==> src/rtl/core/swm_pkg.sv <==
// Shared types and constants of the sliding window median block.
// No dependencies; used by the top level and its checker.
`timescale 1ns / 1ps

package swm_pkg;

  localparam int SAMPLE_W = 16;
  localparam int MED_W    = 17;
  localparam int COUNT_W  = 6;

  localparam logic KIND_PUSH  = 1'b0;
  localparam logic KIND_CLEAR = 1'b1;

  typedef enum logic [5:0] {
    S_IDLE    = 6'b000001,
    S_CAND_RD = 6'b000010,
    S_CAND_LD = 6'b000100,
    S_SCAN    = 6'b001000,
    S_CHECK   = 6'b010000,
    S_FIN     = 6'b100000
  } state_t;

endpackage

==> src/rtl/core/sliding_window_median_top.sv <==
// Sliding window median filter: top level with ring memory and rank sequencer.
// Depends on swm_pkg.
`timescale 1ns / 1ps

// Usage
//  Input channel item_valid/item_ready carries kind and sample. kind push
//  writes sample into the next ring slot (WINDOW slots, filling from slot 0)
//  and raises the fill count up to WINDOW; kind clear empties the window
//  and yields no result.
//  Output channel result_valid/result_ready carries median_doubled (twice
//  the median, sum of the two middle samples for an even count) and
//  fill_count, one transfer per push.
//  A push loads the result register as the sequencer finishes ranking
//  the held samples; item_ready returns then.
//  Each held sample is ranked in turn against all held samples through one
//  signed comparator fed by the single registered read port of the ring
//  memory: one read for the candidate, n compare reads, one rank check.
//  A clear leaves the sequencer idle. item_ready is high only while the sequencer idles.
//  Stall: the result register holds its transfer until result_ready; the
//  sequencer may accept and finish the next item meanwhile but holds its
//  final step until the register is free.
//  Reset: synchronous, active high; the window reads as empty afterwards
//  through the fill count, so the memory needs no clearing pass.
module sliding_window_median_top #(
  parameter int WINDOW = 5
) (
  input  logic                                 clk,
  input  logic                                 rst,
  input  logic                                 item_valid,
  output logic                                 item_ready,
  input  logic                                 kind,
  input  logic signed [swm_pkg::SAMPLE_W-1:0]  sample,
  output logic                                 result_valid,
  input  logic                                 result_ready,
  output logic signed [swm_pkg::MED_W-1:0]     median_doubled,
  output logic        [swm_pkg::COUNT_W-1:0]   fill_count
);

  localparam int AW = (WINDOW > 1) ? $clog2(WINDOW) : 1;
  localparam int CW = $clog2(WINDOW + 1);

  // Ring memory, one write and one registered read port.
  logic signed [swm_pkg::SAMPLE_W-1:0] ring [WINDOW];
  logic signed [swm_pkg::SAMPLE_W-1:0] rd_data;
  logic        [AW-1:0]                rd_addr;
  logic                                wr_en;

  swm_pkg::state_t state;

  logic [AW-1:0] wpos;       // next slot to write
  logic [CW-1:0] held;       // samples held, saturates at WINDOW
  logic [AW-1:0] cand_idx;   // slot being ranked
  logic [CW-1:0] scan_idx;   // next slot to read during the scan
  logic [CW-1:0] less_cnt;   // held samples below the candidate
  logic [CW-1:0] le_cnt;     // held samples at or below the candidate
  logic signed [swm_pkg::SAMPLE_W-1:0] cand;
  logic signed [swm_pkg::SAMPLE_W-1:0] lo_val;
  logic signed [swm_pkg::SAMPLE_W-1:0] hi_val;

  logic          item_xfer;
  logic          result_xfer;
  logic [CW-1:0] rank_lo;
  logic [CW-1:0] rank_hi;
  logic          cmp_less;
  logic          cmp_le;
  logic          out_free;

  assign item_ready  = (state == swm_pkg::S_IDLE);
  assign item_xfer   = item_valid && item_ready;
  assign result_xfer = result_valid && result_ready;
  assign out_free    = !result_valid || result_ready;
  assign wr_en       = item_xfer && (kind == swm_pkg::KIND_PUSH);

  // Middle ranks: equal for an odd count, adjacent for an even count.
  assign rank_lo = (held - CW'(1)) >> 1;
  assign rank_hi = held >> 1;

  // The shared comparator.
  assign cmp_less = (rd_data < cand);
  assign cmp_le   = (rd_data <= cand);

  // Read the candidate slot first, then sweep the held slots.
  always_comb begin
    if (state == swm_pkg::S_CAND_RD) begin
      rd_addr = cand_idx;
    end else if (scan_idx < CW'(WINDOW)) begin
      rd_addr = scan_idx[AW-1:0];
    end else begin
      rd_addr = '0;
    end
  end

  always_ff @(posedge clk) begin
    if (wr_en) begin
      ring[wpos] <= sample;
    end
    rd_data <= ring[rd_addr];
  end

  always_ff @(posedge clk) begin
    if (rst) begin
      state        <= swm_pkg::S_IDLE;
      wpos         <= '0;
      held         <= '0;
      cand_idx     <= '0;
      scan_idx     <= '0;
      result_valid <= 1'b0;
    end else begin
      // Drop the result once the receiver takes it.
      if (result_xfer) begin
        result_valid <= 1'b0;
      end

      unique case (state)
        swm_pkg::S_IDLE: begin
          if (item_xfer) begin
            if (kind == swm_pkg::KIND_CLEAR) begin
              wpos <= '0;
              held <= '0;
            end else begin
              wpos     <= (wpos == AW'(WINDOW - 1)) ? '0 : wpos + AW'(1);
              held     <= (held == CW'(WINDOW)) ? held : held + CW'(1);
              cand_idx <= '0;
              state    <= swm_pkg::S_CAND_RD;
            end
          end
        end

        swm_pkg::S_CAND_RD: begin
          scan_idx <= '0;
          state    <= swm_pkg::S_CAND_LD;
        end

        swm_pkg::S_CAND_LD: begin
          // Candidate arrives; slot zero is being read for the scan.
          cand     <= rd_data;
          less_cnt <= '0;
          le_cnt   <= '0;
          scan_idx <= CW'(1);
          state    <= swm_pkg::S_SCAN;
        end

        swm_pkg::S_SCAN: begin
          // rd_data holds slot scan_idx-1.
          less_cnt <= less_cnt + CW'(cmp_less);
          le_cnt   <= le_cnt + CW'(cmp_le);
          if (scan_idx == held) begin
            state <= swm_pkg::S_CHECK;
          end else begin
            scan_idx <= scan_idx + CW'(1);
          end
        end

        swm_pkg::S_CHECK: begin
          // The candidate covers ranks less_cnt .. le_cnt-1.
          if (less_cnt <= rank_lo && le_cnt > rank_lo) begin
            lo_val <= cand;
          end
          if (less_cnt <= rank_hi && le_cnt > rank_hi) begin
            hi_val <= cand;
          end
          if (CW'(cand_idx) == held - CW'(1)) begin
            state <= swm_pkg::S_FIN;
          end else begin
            cand_idx <= cand_idx + AW'(1);
            state    <= swm_pkg::S_CAND_RD;
          end
        end

        swm_pkg::S_FIN: begin
          // Hold here while an earlier result is still waiting.
          if (out_free) begin
            result_valid <= 1'b1;
            state        <= swm_pkg::S_IDLE;
          end
        end

        default: begin
          state <= swm_pkg::S_IDLE;
        end
      endcase
    end
  end

  // Result payload, loaded as the sequencer finishes.
  always_ff @(posedge clk) begin
    if (state == swm_pkg::S_FIN && out_free) begin
      median_doubled <= swm_pkg::MED_W'(lo_val) + swm_pkg::MED_W'(hi_val);
      fill_count     <= swm_pkg::COUNT_W'(held);
    end
  end

endmodule

==> config.mk <==
export PLATFORM = sky130hd
export DESIGN_NAME = sliding_window_median_top
export DESIGN_NICKNAME = d
export VERILOG_FILES = /design/src/rtl/core/swm_pkg.sv /design/src/rtl/core/sliding_window_median_top.sv
export SDC_FILE = /design/constraint.sdc
export NUM_CORES = 1
export LEC_CHECK = 0
export ABC_AREA = 1
export BUFFER_PORTS_ARGS = -buffer_cell sky130_fd_sc_hd__buf_4
export CELL_PAD_IN_SITES_DETAIL_PLACEMENT = 1
export CELL_PAD_IN_SITES_GLOBAL_PLACEMENT = 1
export CORE_MARGIN = 2
export CORE_UTILIZATION = 52
export DETAILED_ROUTE_END_ITERATION = 16
export GPL_TIMING_DRIVEN = 0
export PLACE_DENSITY = 0.92
export SLEW_MARGIN = 25
export SYNTH_ARGS = -nofsm -noshare
export SYNTH_HDL_FRONTEND = slang
export SYNTH_SLANG_ARGS = --single-unit
==> constraint.sdc <==
create_clock -name clk -period 9.3 [get_ports clk]
set_input_delay 0.93 -clock clk [delete_from_list [all_inputs] [get_ports clk]]
set_output_delay 0.93 -clock clk [all_outputs]
set_load 0.05 [all_outputs]
==> results_dict.tcl <==
set metrics [dict create \
    status "finished, final reports clean" \
    grtUsageMet2 0.485 \
    synth_flop_cell "edfxtp_1" \
    core_um2 16600 \
    area_delta_synth_final_pct 15.1 \
    yosysWarningCount 0 \
    drive_above_1_share 0.132 \
    period_share 0.317 \
    synth_top_area_frac 0.525 \
    clock-sinks 189 \
    htree_levels 4 \
    start_kind "register" \
    synth_most_common_cell "nand2_1" \
    drtIter0Drc 238 \
    cp-end-kind "register" \
    layout.nets 995 \
    clock_latency_ns 0.44 \
    tns_ns 0 \
    hold_viol 0 \
    clock_skew_ns 0.00963 \
    synth-seq-cells 189 \
    multi_input_area_um2 2950 \
    async_reset_ff_frac 0 \
    wl_mm 21.9 \
    fillCellCount 1841 \
    syn_avg_cell_area_um2 10.4 \
    yosys-top-cells-count "209 x nand2_1, 154 x edfxtp_1, 127 x inv_1" \
    cts-buffers-inserted 17 \
    grt_pass1_vias 6949 \
    hold_ws_ns 0.444 \
    powerDensity_nw_per_um2 193 \
    slew_headroom 0.416 \
    grt_pass1_wl_mm 35.7 \
    drv_slew 0 \
    clock-root-buffer "clkbuf_16" \
    seq_area_um2 5330 \
    rsz0062_at_grt "no" \
    hpwl_mm 16.3 \
    overflow 0 \
    synth_area_leaders "edfxtp_1 52%, nand2_1 8.9%, dfxtp_1 7.9%" \
    initial_core_util 0.532 \
    min_path_type "reg2reg" \
    port_buffers 42 \
    path_clk_slew_ns 0.07 \
    synth-edff-count 154 \
    std_cell_rows 47 \
    p_leak_nw 4.44 \
    die_x_um 134 \
    viasPerCell 5.42 \
    syn-instance-count 848 \
    yosysSeqAreaShare 0.604 \
    drt-pass1-iter-count 4 \
    cts_tree "built" \
    max_freq_mhz 340 \
    drc 0 \
    netlist_area_um2 8820 \
    critPathMaxFanout 16 \
    via_count 6259 \
    gr-usage-all-layers 0.260 \
    ctsResizeCount 0 \
    die-area_um2 18000 \
    antenna_cells 0 \
    wl_per_cell_um 19.0 \
    grt_max_degree 20 \
    max-cap-violations 0 \
    criticalPathCategory "reg2reg" \
    busiest_layer "met2" \
    antenna_found_initial 0 \
    gp_congestion 0.818 \
    post_cts_buffers 0 \
    setup_viol 0 \
    peakVddDrop_v 0.000143 \
    ios 46 \
    yosys.cell_types.count 39 \
    clockBufferDepth 2 \
    antenna_left 0 \
    worst_ep_arrival_time_ns 3.01 \
    fin_crit_ns 2.94 \
    worst_slew_pin_slew_ns 0.875 \
    die_h_um 134 \
    grt_util_met3 0.0469 \
    synth.largest_area_cell "edfxtp_1" \
    ctsHoldBuffers 0 \
    met1_usage 0.288 \
    cp.required_ns 9.37 \
]
[per-layer routing]
layer | wire [µm] | part of all wire | vias to the layer above
li1 | - | - | 2968
met1 | 8640 | 0.39 | 3100
met2 | 11900 | 0.54 | 128
met3 | 680 | 0.031 | 63
met4 | 703 | 0.032 | 0
met5 | 0 | 0 | -
[critical path, cell delays in order (launching register included)]
cell     delay (ns)
dfxtp_1        0.53
inv_1          0.15
ha_1           0.24
nand2_1        0.11
nand2_1        0.12
ha_1           0.31
inv_1          0.07
nor2_1         0.04
o21ai_0        0.16
o21ai_0        0.15
nor2_2         0.69
[stage by stage]
step / worst slack [ns] / power (W) / utilization / instance area (µm²) / std cells
2_1_floorplan: 5.93 / 0.00114 / - / 8820 / 850
3_3_place_gp: 4.84 / 0.00119 / 0.568 / 9410 / 1112
3_5_place_dp: 6.09 / 0.00123 / 0.576 / 9550 / 1123
4_1_cts: 6.32 / 0.00196 / 0.612 / 10100 / 1155
5_1_grt: 6.16 / 0.00203 / 0.612 / 10100 / 1155
6_report: 6.36 / 0.00196 / 0.612 / 10100 / 1155
[cells by family (layout without fill, tap and decap cells)]
family,after synthesis,in the layout,synth area share
buf+inv,146,231,0.0678
other cells,1,3,0.000425
fa+ha+maj,52,52,0.0747
xor+xnor,19,19,0.0189
compound gates,54,54,0.0353
simple gates,387,387,0.199
flops,189,189,0.604
[cells in the final DEF (no fill, tap or decap), drive strengths merged, types with 2 or more instances in the layout]
master    n
nand2   215
edfxtp  154
inv     138
nand3    81
buf      65
nor2     54
ha       51
dfxtp    35
a21oi    34
clkbuf   22
nand3b   19
xor2     13
o21ai    10
xnor2     6
nand4     6
o21bai    5
nor3      5
clkinv    5
conb      3
nor4      3
and2      2
[layout make-up]
type	instances	area share
timing repair buffer	53	0.0396
tap	220	0.0271
inverter	129	0.0477
sequential	189	0.525
clock inverter	15	0.0171
clock buffer	17	0.0419
buffer	17	0.0112
multi-input combinational	515	0.291
[worst paths after layout]
kind / from / to / slack [ns] / depth (start not counted)
min: rd_data[11]$_DFF_P_ / cand[11]$_DFFE_PP_ / 0.44 / 0
max reg2reg: held[1]$_SDFFE_PP0P_ / lo_val[13]$_DFFE_PP_ / 6.36 / 10
min reg2reg: rd_data[11]$_DFF_P_ / cand[11]$_DFFE_PP_ / 0.44 / 0
max: held[1]$_SDFFE_PP0P_ / lo_val[13]$_DFFE_PP_ / 6.36 / 10
[where the power goes]
group / internal (W) / switching (W) / leakage, nW
clock: 0.000386 / 0.000358 / 0.296
combinational: 0.0000810 / 0.000159 / 2.46
sequential: 0.000949 / 0.0000236 / 1.68
[flip-flops by register name, summed over array words and instances, names as in the netlist, 6 cells and up]
signal / cells
ring: 80
median_doubled: 17
cand: 16
hi_val: 16
lo_val: 16
rd_data: 16
state: 6
Power figures use the tool's default switching activity.
